===== config.mk =====
export PLATFORM = sky130hd
export DESIGN_NAME = oledtf_queue
export DESIGN_NICKNAME = d
export VERILOG_FILES = /design/src/oledtf_pkg.sv /design/src/oledtf_queue.sv
export SDC_FILE = /design/constraint.sdc
export NUM_CORES = 1
export LEC_CHECK = 0
export ABC_CLOCK_PERIOD_IN_PS = 2900
export BUFFER_PORTS_ARGS = -buffer_cell sky130_fd_sc_hd__buf_2
export CORE_AREA = 5 5 112 114
export DETAILED_ROUTE_END_ITERATION = 10
export DIE_AREA = 0 0 117 119
export HOLD_SLACK_MARGIN = 0.12
export PLACE_DENSITY_LB_ADDON = 0.05
export SYNTH_ARGS = -nofsm -noshare
export SYNTH_HDL_FRONTEND = slang
export SYNTH_SLANG_ARGS = --single-unit

===== constraint.sdc =====
create_clock -name clk -period 2.9 [get_ports clk]
set_input_delay 0.29 -clock clk [delete_from_list [all_inputs] [get_ports clk]]
set_output_delay 0.29 -clock clk [all_outputs]
set_load 0.1 [all_outputs]

===== src/oledtf_pkg.sv =====
// Shared types, command codes and the 5x7 glyph table for the OLED text frame store.
// No dependencies; the files that use this package refer to it by scoped names.
`default_nettype none
package oledtf_pkg;

  localparam int ENTRY_ADDR_W = 11;
  localparam int QUEUE_DEPTH  = 2;

  localparam logic [7:0] CTRL_PREFIX    = 8'h00;
  localparam logic [7:0] DATA_PREFIX    = 8'h40;
  localparam logic [7:0] PAGE_CMD_BASE  = 8'hB0;
  localparam logic [7:0] COL_HIGH_CMD   = 8'h10;
  localparam logic [7:0] COL_LOW_OFFSET = 8'h02;
  localparam logic [7:0] COL_LOW_PLAIN  = 8'h00;
  localparam logic [7:0] FILL_BYTE      = 8'hFF;
  localparam logic [7:0] BLANK_BYTE     = 8'h00;
  localparam logic [7:0] GLYPH_ADVANCE  = 8'd6;
  localparam logic [7:0] FIRST_CHAR     = 8'd32;
  localparam logic [7:0] LAST_CHAR      = 8'd126;
  localparam logic [7:0] FALLBACK_CHAR  = 8'h3F;

  typedef enum logic [2:0] {
    CMD_CLEAR       = 3'd0,
    CMD_FILL        = 3'd1,
    CMD_TEXT_START  = 3'd2,
    CMD_TEXT_CHAR   = 3'd3,
    CMD_FLUSH_START = 3'd4,
    CMD_PULL        = 3'd5
  } cmd_t;

  typedef enum logic [1:0] {
    ST_OK       = 2'd0,
    ST_LINE_ERR = 2'd1,
    ST_NO_FLUSH = 2'd2
  } status_t;

  typedef enum logic [1:0] {
    OP_NONE,
    OP_SWEEP,
    OP_GLYPH,
    OP_READ
  } op_t;

  typedef enum logic [1:0] {
    BK_IDLE,
    BK_SWEEP,
    BK_GLYPH,
    BK_READ
  } back_state_t;

  typedef struct packed {
    op_t                     op;
    logic [7:0]              data;
    logic [6:0]              gidx;
    logic [ENTRY_ADDR_W-1:0] addr;
    status_t                 status;
    logic                    byte_valid;
    logic                    eot;
    logic                    last;
  } entry_t;

  typedef struct packed {
    logic push;
    logic pop;
  } queue_ctl_t;

  typedef struct packed {
    logic full;
    logic empty;
  } queue_stat_t;

  localparam logic [39:0] GLYPH_ROM [0:94] = '{
    40'h0000000000, 40'h00005F0000, 40'h0007000700, 40'h147F147F14,
    40'h242A7F2A12, 40'h2313086462, 40'h3649552250, 40'h0005030000,
    40'h001C224100, 40'h0041221C00, 40'h14083E0814, 40'h08083E0808,
    40'h0050300000, 40'h0808080808, 40'h0060600000, 40'h2010080402,
    40'h3E5149453E, 40'h00427F4000, 40'h4261514946, 40'h2141454B31,
    40'h1814127F10, 40'h2745454539, 40'h3C4A494930, 40'h0171090503,
    40'h3649494936, 40'h064949291E, 40'h0036360000, 40'h0056360000,
    40'h0814224100, 40'h1414141414, 40'h0041221408, 40'h0201510906,
    40'h324979413E, 40'h7E1111117E, 40'h7F49494936, 40'h3E41414122,
    40'h7F4141221C, 40'h7F49494941, 40'h7F09090901, 40'h3E4149497A,
    40'h7F0808087F, 40'h00417F4100, 40'h2040413F01, 40'h7F08142241,
    40'h7F40404040, 40'h7F020C027F, 40'h7F0408107F, 40'h3E4141413E,
    40'h7F09090906, 40'h3E4151215E, 40'h7F09192946, 40'h4649494931,
    40'h01017F0101, 40'h3F4040403F, 40'h1F2040201F, 40'h3F4038403F,
    40'h6314081463, 40'h0708700807, 40'h6151494543, 40'h007F414100,
    40'h0204081020, 40'h0041417F00, 40'h0402010204, 40'h4040404040,
    40'h0001020400, 40'h2054545478, 40'h7F48444438, 40'h3844444420,
    40'h384444487F, 40'h3854545418, 40'h087E090102, 40'h081454543C,
    40'h7F08040478, 40'h00447D4000, 40'h2040443D00, 40'h7F10284400,
    40'h00417F4000, 40'h7C04180478, 40'h7C08040478, 40'h3844444438,
    40'h7C14141408, 40'h081414187C, 40'h7C08040408, 40'h4854545420,
    40'h043F444020, 40'h3C4040207C, 40'h1C2040201C, 40'h3C4030403C,
    40'h4428102844, 40'h0C5050503C, 40'h4464544C44, 40'h0008364100,
    40'h00007F0000, 40'h0041360800, 40'h0804081008
  };

  function automatic logic [7:0] glyph_col(input logic [6:0] idx, input logic [2:0] k);
    logic [39:0] row;
    logic [7:0]  col;
    row = (idx > 7'd94) ? 40'h0 : GLYPH_ROM[idx];
    case (k)
      3'd0: col = row[39:32];
      3'd1: col = row[31:24];
      3'd2: col = row[23:16];
      3'd3: col = row[15:8];
      3'd4: col = row[7:0];
      default: col = BLANK_BYTE;
    endcase
    return col;
  endfunction

endpackage
`default_nettype wire


===== src/oledtf_queue.sv =====
// Short register queue of work entries between the front and back parts.
// Depends on oledtf_pkg.
`default_nettype none
module oledtf_queue (
  input  wire logic                clk,
  input  wire logic                rst_n,
  input  wire oledtf_pkg::queue_ctl_t ctl,
  input  wire oledtf_pkg::entry_t  wr_entry,
  output oledtf_pkg::entry_t       head,
  output oledtf_pkg::queue_stat_t  stat
);

  localparam int PW = $clog2(oledtf_pkg::QUEUE_DEPTH);
  localparam int CW = $clog2(oledtf_pkg::QUEUE_DEPTH + 1);

  oledtf_pkg::entry_t slots_r [0:oledtf_pkg::QUEUE_DEPTH-1];
  logic [PW-1:0] wr_ptr_r, rd_ptr_r;
  logic [CW-1:0] count_r, count_nxt;

  always_comb begin
    head       = slots_r[rd_ptr_r];
    stat.full  = (count_r == CW'(oledtf_pkg::QUEUE_DEPTH));
    stat.empty = (count_r == '0);
    count_nxt  = count_r + CW'(ctl.push) - CW'(ctl.pop);
  end

  always_ff @(posedge clk) begin
    if (ctl.push) begin
      slots_r[wr_ptr_r] <= wr_entry;
    end
  end

  always_ff @(posedge clk) begin
    if (!rst_n) begin
      wr_ptr_r <= '0;
      rd_ptr_r <= '0;
      count_r  <= '0;
    end else begin
      if (ctl.push) begin
        wr_ptr_r <= (wr_ptr_r == PW'(oledtf_pkg::QUEUE_DEPTH - 1)) ? '0 : wr_ptr_r + PW'(1);
      end
      if (ctl.pop) begin
        rd_ptr_r <= (rd_ptr_r == PW'(oledtf_pkg::QUEUE_DEPTH - 1)) ? '0 : rd_ptr_r + PW'(1);
      end
      count_r <= count_nxt;
    end
  end

endmodule
`default_nettype wire


==> impl_metrics.ini <==
[final_layout]
final_cells = 353
layout.nets = 244
n_fill_cell = 1143
fin_area_um2 = 3550
antenna_cells = 0
seqCellArea_um2 = 2080
syn_to_final_growth_pct = 28.4
drive_gt1_share_pct = 59.5
multi_input_area_um2 = 611

[clocking]
post_cts_resized = 0
clock-sinks = 71
cts_max_level = 3
postCtsHoldBufs = 0
clk_path_buf_depth = 2
clk_pin_slew_worst_paths_ps = 50
insertion_delay_ps = 320
cts_tree = built
cts-root-buf = clkbuf_16
cts_inserted_buffers = 9
post_cts_buffers = 0

[setup_path]
worstSetupEndpointType = primary output
crit_arrival_ps = 2020
r2r_cells = 1
endpoint = head[6]
critPathLaunchType = flop
r2r_end = slots_r[1][26]$_DFFE_PP_
critPathKind = flop to primary output
ff2ff_setup_slack_ps = 1410
timing.rr.start = wr_ptr_r$_SDFFE_PN0P_
crit_fanout = 19
cp.required_ps = 2610

[sta]
fin_setup_tns_ps = 0
fin_worst_skew_ps = 4.52
slew_viol_final = 0
min_period_ps = 2310
slew_headroom_pct = 43.6
whs_ps = 156
fmax_ghz = 0.433
finalSetupViolCount = 0
post-route-period-util_pct = 79.7
tightest_slew_ps = 846
finalHoldViolations = 0
rsz0062_at_grt = false

[global_routing]
grt_overflow_total = 0
track_usage_pct = 8.02
grt_pass1_wl_mm = 8.11
grt_max_degree = 34
grt_pass1_vias = 1587
antenna_found_initial = 0

[logic_synthesis]
synthTopCellsByArea = edfxtp_1 72%, mux2_4 16%, dfxtp_1 3.6%
syn_inst = 124
ys.warnings.count = 0
ys_types = 14
ys_seq_area_share_pct = 75.4
syn_area_um2 = 2760
synth-seq-cells = 71
yosys.area.top_type_share_pct = 71.7
syn_avg_cell_area_um2 = 22.3
synth_top_area_cell = edfxtp_1
syn_nets = 163

[place]
port_buffers = 71
dp_hpwl_mm = 3.67
gp_congestion = 0.699
place_area_um2 = 3260
dpl.cell_count = 337

[floorplan]
fp.dieW_um = 117
rows = 39
die_area_um2 = 13900
die_y_um = 119
ios = 72
initial_core_util_pct = 24.4
core_um2 = 11300

[run]
maxCapViolCount = 0

[power_and_ir_drop]
p_per_area_nw_per_um2 = 821
leakage_nw = 1.40
vdd_ir_drop_max_mv = 0.424

[detailed_routing]
wl_per_cell_um = 14.8
first_pass_iters = 3
final_antenna_net_count = 0
drtIter0Drc = 51
vias_per_cell = 3.80
drc = 0
dr_total_vias = 1340
wirelength_mm = 5.23

[worst_hold_path]
worstHoldPathType = input pin to flop

[run_status]
status = completed
## power by group
group          internal (W)  leakage [nW]  switching [W]
clock              0.000656         0.139       0.000385
combinational      0.000155         0.603       0.000499
sequential          0.00118         0.661      0.0000325
## Yosys cell counts
library cell  instances
buf_6                 1
dfxtp_1               5
mux2_2                3
ha_1                  2
edfxtp_1             66
inv_1                 2
xor2_1                1
buf_12                3
nor2_1                1
and2_1                4
mux2_4               30
xnor3_1               1
o21a_1                1
nor2b_1               4
## kinds of logic (layout without fill, tap and decap cells)
logic type	after synthesis	in the layout	synth area share (%)
buf+inv	6	92	2.85
simple gates	9	9	1.95
mux	33	33	17.5
flops	71	71	75.4
fa+ha+maj	2	2	0.906
compound gates	1	1	0.272
xor+xnor	2	2	1.13
## worst min path at each step
stage,slack (ps),startpoint,depth (start not counted),endpoint
2_1_floorplan,390,wr_entry[0],0,slots_r[0][0]$_DFFE_PP_
3_3_place_gp,480,wr_entry[24],1,slots_r[0][24]$_DFFE_PP_
3_5_place_dp,480,wr_entry[17],1,slots_r[0][17]$_DFFE_PP_
4_1_cts,140,wr_entry[31],1,slots_r[0][31]$_DFFE_PP_
5_1_grt,130,wr_entry[4],1,slots_r[1][4]$_DFFE_PP_
6_report,160,wr_entry[4],1,slots_r[1][4]$_DFFE_PP_
## metal layers
layer / GRT usage (%) / share of wire (%) / up-vias
met5: 0 / 0 / -
met3: 3.65 / 7.3 / 9
met1: 8.82 / 42 / 644
li1: - / - / 641
met4: 3.87 / 1.7 / 0
met2: 13.0 / 49 / 46
## cell type report
type                    instances  area share (%)
well taps                     143            5.04
flip-flops and latches         71            58.7
repair buffers                 74            10.7
inverters                       2           0.212
clock inverters                 7            1.80
clock buffers                   9            6.35
multi-input cells              47            17.2
## placed cells by master (no fill, tap or decap), drive strengths merged
master	synthesis	final
o21a	1	1
nor2b	4	4
xor2	1	1
buf	4	74
clkinvlp	0	2
nor2	1	1
bufinv	0	1
and2	4	4
edfxtp	66	66
mux2	33	33
ha	2	2
dfxtp	5	5
clkinv	0	4
inv	2	2
xnor3	1	1
clkbuf	0	9
## sequential cells by signal, indices dropped and copies added (netlist names), named ones only
name	count
slots_r	66
wr_ptr_r	1
rd_ptr_r	1
count_r	2
## critical path, stage by stage (launching register included)
cell     delay, ps
dfxtp_2        750
buf_4          330
mux2_4         320
buf_2          290
## stage by stage
stage	total power (W)	setup slack (ps)	util [%]
after floorplan	0.00181	652	-
after global placement	0.00189	916	28.8
after detailed placement	0.00190	881	28.8
after CTS	0.00296	523	31.3
after global routing	0.00304	468	31.3
final	0.00291	588	31.3
(Power assumes the default switching activity.)
