**src/oledtf_pkg.sv**
```systemverilog
// Shared types, command codes and the 5x7 glyph table for the OLED text frame store.
// No dependencies; the files that use this package refer to it by scoped names.
`default_nettype none
package oledtf_pkg;

  localparam int ENTRY_ADDR_W = 11;
  localparam int QUEUE_DEPTH  = 2;

  localparam logic [7:0] CTRL_PREFIX    = 8'h00;
  localparam logic [7:0] DATA_PREFIX    = 8'h40;
  localparam logic [7:0] PAGE_CMD_BASE  = 8'hB0;
  localparam logic [7:0] COL_HIGH_CMD   = 8'h10;
  localparam logic [7:0] COL_LOW_OFFSET = 8'h02;
  localparam logic [7:0] COL_LOW_PLAIN  = 8'h00;
  localparam logic [7:0] FILL_BYTE      = 8'hFF;
  localparam logic [7:0] BLANK_BYTE     = 8'h00;
  localparam logic [7:0] GLYPH_ADVANCE  = 8'd6;
  localparam logic [7:0] FIRST_CHAR     = 8'd32;
  localparam logic [7:0] LAST_CHAR      = 8'd126;
  localparam logic [7:0] FALLBACK_CHAR  = 8'h3F;

  typedef enum logic [2:0] {
    CMD_CLEAR       = 3'd0,
    CMD_FILL        = 3'd1,
    CMD_TEXT_START  = 3'd2,
    CMD_TEXT_CHAR   = 3'd3,
    CMD_FLUSH_START = 3'd4,
    CMD_PULL        = 3'd5
  } cmd_t;

  typedef enum logic [1:0] {
    ST_OK       = 2'd0,
    ST_LINE_ERR = 2'd1,
    ST_NO_FLUSH = 2'd2
  } status_t;

  typedef enum logic [1:0] {
    OP_NONE,
    OP_SWEEP,
    OP_GLYPH,
    OP_READ
  } op_t;

  typedef enum logic [1:0] {
    BK_IDLE,
    BK_SWEEP,
    BK_GLYPH,
    BK_READ
  } back_state_t;

  typedef struct packed {
    op_t                     op;
    logic [7:0]              data;
    logic [6:0]              gidx;
    logic [ENTRY_ADDR_W-1:0] addr;
    status_t                 status;
    logic                    byte_valid;
    logic                    eot;
    logic                    last;
  } entry_t;

  typedef struct packed {
    logic push;
    logic pop;
  } queue_ctl_t;

  typedef struct packed {
    logic full;
    logic empty;
  } queue_stat_t;

  localparam logic [39:0] GLYPH_ROM [0:94] = '{
    40'h0000000000, 40'h00005F0000, 40'h0007000700, 40'h147F147F14,
    40'h242A7F2A12, 40'h2313086462, 40'h3649552250, 40'h0005030000,
    40'h001C224100, 40'h0041221C00, 40'h14083E0814, 40'h08083E0808,
    40'h0050300000, 40'h0808080808, 40'h0060600000, 40'h2010080402,
    40'h3E5149453E, 40'h00427F4000, 40'h4261514946, 40'h2141454B31,
    40'h1814127F10, 40'h2745454539, 40'h3C4A494930, 40'h0171090503,
    40'h3649494936, 40'h064949291E, 40'h0036360000, 40'h0056360000,
    40'h0814224100, 40'h1414141414, 40'h0041221408, 40'h0201510906,
    40'h324979413E, 40'h7E1111117E, 40'h7F49494936, 40'h3E41414122,
    40'h7F4141221C, 40'h7F49494941, 40'h7F09090901, 40'h3E4149497A,
    40'h7F0808087F, 40'h00417F4100, 40'h2040413F01, 40'h7F08142241,
    40'h7F40404040, 40'h7F020C027F, 40'h7F0408107F, 40'h3E4141413E,
    40'h7F09090906, 40'h3E4151215E, 40'h7F09192946, 40'h4649494931,
    40'h01017F0101, 40'h3F4040403F, 40'h1F2040201F, 40'h3F4038403F,
    40'h6314081463, 40'h0708700807, 40'h6151494543, 40'h007F414100,
    40'h0204081020, 40'h0041417F00, 40'h0402010204, 40'h4040404040,
    40'h0001020400, 40'h2054545478, 40'h7F48444438, 40'h3844444420,
    40'h384444487F, 40'h3854545418, 40'h087E090102, 40'h081454543C,
    40'h7F08040478, 40'h00447D4000, 40'h2040443D00, 40'h7F10284400,
    40'h00417F4000, 40'h7C04180478, 40'h7C08040478, 40'h3844444438,
    40'h7C14141408, 40'h081414187C, 40'h7C08040408, 40'h4854545420,
    40'h043F444020, 40'h3C4040207C, 40'h1C2040201C, 40'h3C4030403C,
    40'h4428102844, 40'h0C5050503C, 40'h4464544C44, 40'h0008364100,
    40'h00007F0000, 40'h0041360800, 40'h0804081008
  };

  function automatic logic [7:0] glyph_col(input logic [6:0] idx, input logic [2:0] k);
    logic [39:0] row;
    logic [7:0]  col;
    row = (idx > 7'd94) ? 40'h0 : GLYPH_ROM[idx];
    case (k)
      3'd0: col = row[39:32];
      3'd1: col = row[31:24];
      3'd2: col = row[23:16];
      3'd3: col = row[15:8];
      3'd4: col = row[7:0];
      default: col = BLANK_BYTE;
    endcase
    return col;
  endfunction

endpackage
`default_nettype wire

```
**src/oledtf_front.sv**
```systemverilog
// Front part: accepts words, tracks text cursor and flush position, and builds work entries for the queue.
// Depends on oledtf_pkg.
`default_nettype none
module oledtf_front #(
  parameter int DISPLAY_WIDTH  = 128,
  parameter int DISPLAY_HEIGHT = 64,
  parameter int TEXT_LINES     = 8
) (
  input  wire logic                clk,
  input  wire logic                rst_n,
  input  wire logic                accept,
  input  wire logic [2:0]          cmd,
  input  wire logic [7:0]          start_column,
  input  wire logic [3:0]          text_line,
  input  wire logic [7:0]          char_code,
  input  wire logic                fill_on,
  input  wire logic                col_offset,
  output oledtf_pkg::entry_t       entry
);

  localparam int PAGE_COUNT = DISPLAY_HEIGHT / 8;
  localparam int POS_W      = $clog2(DISPLAY_WIDTH + 7);
  localparam int AW         = oledtf_pkg::ENTRY_ADDR_W;

  localparam logic [POS_W-1:0] POS_PAGE_PFX = POS_W'(0);
  localparam logic [POS_W-1:0] POS_PAGE_CMD = POS_W'(1);
  localparam logic [POS_W-1:0] POS_LOW_PFX  = POS_W'(2);
  localparam logic [POS_W-1:0] POS_LOW_CMD  = POS_W'(3);
  localparam logic [POS_W-1:0] POS_HIGH_PFX = POS_W'(4);
  localparam logic [POS_W-1:0] POS_HIGH_CMD = POS_W'(5);
  localparam logic [POS_W-1:0] POS_DATA_PFX = POS_W'(6);
  localparam logic [POS_W-1:0] POS_END      = POS_W'(DISPLAY_WIDTH + 6);

  logic [7:0]       cursor_col_r,  cursor_col_nxt;
  logic [2:0]       cursor_page_r, cursor_page_nxt;
  logic             text_active_r, text_active_nxt;
  logic             flush_active_r, flush_active_nxt;
  logic [2:0]       flush_page_r,  flush_page_nxt;
  logic [POS_W-1:0] flush_pos_r,   flush_pos_nxt;
  logic [7:0]       sel_char;
  logic             page_last;

  always_comb begin
    sel_char  = (char_code < oledtf_pkg::FIRST_CHAR || char_code > oledtf_pkg::LAST_CHAR) ?
                oledtf_pkg::FALLBACK_CHAR : char_code;
    page_last = ({1'b0, flush_page_r} + 4'd1) >= 4'(PAGE_COUNT);
  end

  always_comb begin
    cursor_col_nxt   = cursor_col_r;
    cursor_page_nxt  = cursor_page_r;
    text_active_nxt  = text_active_r;
    flush_active_nxt = flush_active_r;
    flush_page_nxt   = flush_page_r;
    flush_pos_nxt    = flush_pos_r;
    entry            = '0;
    entry.op         = oledtf_pkg::OP_NONE;
    entry.status     = oledtf_pkg::ST_OK;
    case (oledtf_pkg::cmd_t'(cmd))
      oledtf_pkg::CMD_CLEAR: begin
        entry.op   = oledtf_pkg::OP_SWEEP;
        entry.data = oledtf_pkg::BLANK_BYTE;
      end
      oledtf_pkg::CMD_FILL: begin
        entry.op   = oledtf_pkg::OP_SWEEP;
        entry.data = fill_on ? oledtf_pkg::FILL_BYTE : oledtf_pkg::BLANK_BYTE;
      end
      oledtf_pkg::CMD_TEXT_START: begin
        if (text_line >= 4'(TEXT_LINES)) begin
          entry.status    = oledtf_pkg::ST_LINE_ERR;
          text_active_nxt = 1'b0;
        end else begin
          cursor_col_nxt  = start_column;
          cursor_page_nxt = text_line[2:0];
          text_active_nxt = 1'b1;
        end
      end
      oledtf_pkg::CMD_TEXT_CHAR: begin
        if (text_active_r && cursor_col_r <= 8'(DISPLAY_WIDTH - 6)) begin
          if ({1'b0, cursor_page_r} < 4'(PAGE_COUNT)) begin
            entry.op   = oledtf_pkg::OP_GLYPH;
            entry.gidx = 7'(sel_char - oledtf_pkg::FIRST_CHAR);
            entry.addr = AW'(cursor_page_r) * AW'(DISPLAY_WIDTH) + AW'(cursor_col_r);
          end
          cursor_col_nxt = cursor_col_r + oledtf_pkg::GLYPH_ADVANCE;
        end
      end
      oledtf_pkg::CMD_FLUSH_START: begin
        flush_active_nxt = 1'b1;
        flush_page_nxt   = 3'd0;
        flush_pos_nxt    = '0;
      end
      oledtf_pkg::CMD_PULL: begin
        if (!flush_active_r) begin
          entry.status = oledtf_pkg::ST_NO_FLUSH;
        end else begin
          entry.byte_valid = 1'b1;
          case (flush_pos_r)
            POS_PAGE_PFX, POS_LOW_PFX, POS_HIGH_PFX: begin
              entry.data = oledtf_pkg::CTRL_PREFIX;
            end
            POS_PAGE_CMD: begin
              entry.data = oledtf_pkg::PAGE_CMD_BASE + 8'(flush_page_r);
              entry.eot  = 1'b1;
            end
            POS_LOW_CMD: begin
              entry.data = col_offset ? oledtf_pkg::COL_LOW_OFFSET : oledtf_pkg::COL_LOW_PLAIN;
              entry.eot  = 1'b1;
            end
            POS_HIGH_CMD: begin
              entry.data = oledtf_pkg::COL_HIGH_CMD;
              entry.eot  = 1'b1;
            end
            POS_DATA_PFX: begin
              entry.data = oledtf_pkg::DATA_PREFIX;
            end
            default: begin
              entry.op   = oledtf_pkg::OP_READ;
              entry.addr = AW'(flush_page_r) * AW'(DISPLAY_WIDTH) + AW'(flush_pos_r) - AW'(7);
              entry.eot  = (flush_pos_r == POS_END);
            end
          endcase
          if (flush_pos_r >= POS_END) begin
            flush_pos_nxt = '0;
            if (page_last) begin
              entry.last       = 1'b1;
              flush_active_nxt = 1'b0;
              flush_page_nxt   = 3'd0;
            end else begin
              flush_page_nxt = flush_page_r + 3'd1;
            end
          end else begin
            flush_pos_nxt = flush_pos_r + POS_W'(1);
          end
        end
      end
      default: begin
      end
    endcase
  end

  always_ff @(posedge clk) begin
    if (!rst_n) begin
      cursor_col_r   <= '0;
      cursor_page_r  <= '0;
      text_active_r  <= 1'b0;
      flush_active_r <= 1'b0;
      flush_page_r   <= '0;
      flush_pos_r    <= '0;
    end else if (accept) begin
      cursor_col_r   <= cursor_col_nxt;
      cursor_page_r  <= cursor_page_nxt;
      text_active_r  <= text_active_nxt;
      flush_active_r <= flush_active_nxt;
      flush_page_r   <= flush_page_nxt;
      flush_pos_r    <= flush_pos_nxt;
    end
  end

endmodule
`default_nettype wire

```
**config.mk**
```make
export PLATFORM = sky130hd
export DESIGN_NAME = oledtf_front
export DESIGN_NICKNAME = d
export VERILOG_FILES = /design/src/oledtf_pkg.sv /design/src/oledtf_front.sv
export SDC_FILE = /design/constraint.sdc
export NUM_CORES = 1
export LEC_CHECK = 0
export ABC_CLOCK_PERIOD_IN_PS = 2200
export BUFFER_PORTS_ARGS = -buffer_cell sky130_fd_sc_hd__buf_2
export CORE_ASPECT_RATIO = 0.5
export CORE_UTILIZATION = 50
export CTS_CLUSTER_SIZE = 20
export DETAILED_ROUTE_END_ITERATION = 7
export PLACE_DENSITY = 0.77
export REMOVE_ABC_BUFFERS = 1
export SYNTH_ARGS = -nofsm -noshare
export SYNTH_HDL_FRONTEND = slang
export SYNTH_SLANG_ARGS = --single-unit
```
**constraint.sdc**
```tcl
create_clock -name clk -period 2.2 [get_ports clk]
set_input_delay 0.22 -clock clk [delete_from_list [all_inputs] [get_ports clk]]
set_output_delay 0.22 -clock clk [all_outputs]
set_load 0.01 [all_outputs]
```
==> impl_metrics.py <==
metrics = {
    "drt": {
        "route.detailed.drc": 0,
        "vias": 2487,
        "wl_mm": 6.91,
        "avgViaCountPerCell": 5.92,
        "wl_per_cell_um": 16.5,
        "drtIter0Drc": 213,
        "ant_nets": 0,
        "drt-pass1-iter-count": 5,
    },
    "global_route": {
        "grt_first_pass_wirelength_mm": 9.46,
        "grt_usage_pct": 27.3,
        "grt_max_degree": 21,
        "antenna_found_initial": 0,
        "overflow": 0,
        "grt_pass1_vias": 2070,
    },
    "placement": {
        "hpwl_mm": 4.67,
        "dpl_cell_area_um2": 2580,
        "gp_congestion": 0.948,
        "placed_cells": 413,
        "port_buffers": 60,
    },
    "setup_path": {
        "critical_path_class": "flip-flop to primary output",
        "critPathRequiredTime_ns": 1.98,
        "critPathMaxFanout": 3,
        "startpoint_type": "flip-flop",
        "cp-end-kind": "primary output",
        "crit_chain": "inv_2 > ha_4 > nor4bb_4 > o311a_4 > a221oi_4 > xnor2_1 > o21ai_1 > buf_2",
        "cp_data_arrival_time_ns": 2.06,
        "slowest_stage": "o311a_4",
        "max_stage_delay_ns": 0.39,
    },
    "logic_synthesis": {
        "synth_largest_area_cell": "dfxtp_1",
        "yosysTopAreaCellShare_pct": 22.4,
        "ys.flop_type": "dfxtp_1",
        "yosysWarnings": 0,
        "synthTopCellsByArea": "dfxtp_1, ha_1, nand2_1",
        "syn_area_per_cell_um2": 7.31,
        "syn-instance-count": 293,
        "ys_ff_latch": 24,
        "synthesis.area_um2": 2140,
        "synth_edf_count": 0,
        "ys_seq_area_share_pct": 22.4,
        "synth_cell_type_count": 52,
        "synthArstFlopShare_pct": 0,
    },
    "power": {
        "irDropWorstVdd_uv": 257,
        "p_per_area_nw_per_um2": 330,
        "total_leakage_power_nw": 1.29,
    },
    "cells_and_area": {
        "layout-drive-gt1-share_pct": 38.5,
        "syn_to_final_growth_pct": 38.4,
        "num_antenna_cells": 0,
        "multi_input_area_um2": 1780,
        "final-seq-area_um2": 497,
        "stdcell_count": 420,
        "final_nets": 418,
        "design_area_um2": 2960,
        "fillers": 269,
    },
    "clock_tree": {
        "cts_made_buffers": 3,
        "cts_tree": "done",
        "clock_path_buffers": 2,
        "cts_root_buf": "clkbuf_8",
        "clk_latency_ns": 0.28,
        "ctsHoldBuffers": 0,
        "cts.sinks": 24,
        "path_clk_slew_ns": 0.10,
        "h-tree-depth": 1,
    },
    "sta": {
        "rsz0062_at_grt": "yes",
        "worstMarginPinSlew_ns": 0.489,
        "fmax_mhz": 439,
        "setup_viol": 5,
        "setup_ws_ns": -0.0758,
        "hold_viol": 0,
        "fin_skew_ns": 0.00535,
        "final.min_clock_period_ns": 2.28,
        "period_share_pct": 103,
        "maxSlewHeadroom_pct": 67.4,
        "slew_viol_final": 0,
    },
    "die": {
        "placementRows": 16,
        "start_util_pct": 53.5,
        "die_y_um": 48.3,
        "die_w_um": 94.5,
        "coreArea_um2": 4000,
        "dieArea_um2": 4560,
        "ios": 61,
    },
    "outcome": {
        "violations": "negative setup slack",
        "outcome": "finished with violations",
    },
    "hold_path": {
        "holdCritPathClass": "input pin to flip-flop",
    },
    "job": {
        "max_cap_violations": 0,
    },
}
## worst max-delay path, delay by kind of cell, from the launching register on
family | cells | cell delay (ns)
flip-flops | 1 | 0.34
AO/OA/AOI/OAI | 3 | 0.76
buffers and inverters | 2 | 0.20
AND/OR/NAND/NOR | 1 | 0.05
XOR/XNOR | 1 | 0.15
adder cells (fa/ha/maj) | 1 | 0.28
## state kept, by name (all words and copies together) (netlist names)
signal	cells
cursor_col_r	8
flush_pos_r	8
flush_page_r	3
flush_active_r	1
cursor_page_r	3
text_active_r	1
## metrics by stage
stage | power [mW] | setup WS [ns] | hold WS (ns) | util [%] | setup TNS [ns]
6_report | 0.979 | -0.0758 | 0.167 | 74.0 | -0.225
5_1_grt | 1.02 | -0.179 | 0.178 | 74.0 | -1.37
4_1_cts | 0.975 | -0.0473 | 0.168 | 71.8 | -0.0506
3_5_place_dp | 0.575 | -0.0250 | 0.470 | 64.4 | -0.0250
3_3_place_gp | 0.570 | 0.128 | 0.464 | 64.4 | 0
2_1_floorplan | 0.513 | 0.0771 | 0.330 | - | 0
## metal layers
layer	GRT usage (%)	vias up	wire, µm
li1	-	1191	-
met4	7.58	0	195
met5	0	-	0
met2	51.4	131	3370
met1	33.2	1140	2820
met3	5.61	25	520
## Yosys cell counts (4+ instances only)
master / number
nand2b_1: 4
o21a_1: 7
nor3_1: 8
xor2_1: 5
clkbuf_1: 6
nand3_1: 11
o31ai_1: 7
xnor2_1: 8
o21ai_0: 15
o21ai_1: 9
nor2_1: 32
nand3b_1: 4
dfxtp_1: 24
inv_1: 20
ha_1: 23
a21oi_1: 19
nand2_1: 38
## cell type report
class | instances | share of cell area (%)
inverter | 20 | 2.53
multi-input combinational | 237 | 60.2
sequential | 24 | 16.8
clock buffer | 3 | 1.39
tap | 54 | 2.28
clock inverter | 1 | 1.01
timing repair buffer | 81 | 15.8
## report_power, final
group,switching [mW],internal (mW),leakage (nW)
clock network,0.163,0.244,0.0357
logic,0.0747,0.0536,1.06
registers,0.00584,0.438,0.200
## path summary, 6_finish.rpt
kind | startpoint | to | slack [ns] | cells past startpoint
hold reg to reg | cursor_col_r[3]$_SDFFE_PN0P_ | cursor_col_r[3]$_SDFFE_PN0P_ | 0.52 | 2
setup / recovery | flush_pos_r[3]$_SDFFE_PN0P_ | entry[15] | -0.08 | 8
setup reg to reg | flush_pos_r[0]$_SDFFE_PN0P_ | flush_page_r[2]$_SDFFE_PN0P_ | 0.02 | 8
hold / removal | text_line[1] | cursor_page_r[1]$_SDFFE_PN0P_ | 0.17 | 3
## cell usage in the layout, fill, tap and decap left out, types with 6 or more instances in the layout
cell type and instances:
nor2_1 30, o21ai_1 6, ha_1 13, dfxtp_1 13, xnor2_1 8, nand2_1 37, dfxtp_2 10, inv_1 12
nor3_1 7, nand3_1 10, inv_2 8, o21ai_0 14, buf_2 60, buf_4 18, ha_4 9, a21oi_1 18
o21a_1 7
## cell families after synthesis
group                      share of synthesized area (%)
AOI/OAI and AO/OA                                   25.0
xor gates and xnor gates                            5.32
adders and majority gates                           13.4
buffers and inverters                               6.49
DFF                                                 22.4
muxes                                              0.994
and+or+nand+nor                                     26.4
## timing repair
| item | CTS | global route |
|---|---|---|
| resized for setup | 46 | 18 |
| endpoints found under the setup margin | 13 | 13 |
| hold endpoints to repair | 0 | 0 |
| buffers inserted | 2 | 2 |
| pin swaps | 15 | 9 |
Note: power is estimated with default switching activity, not from simulation.
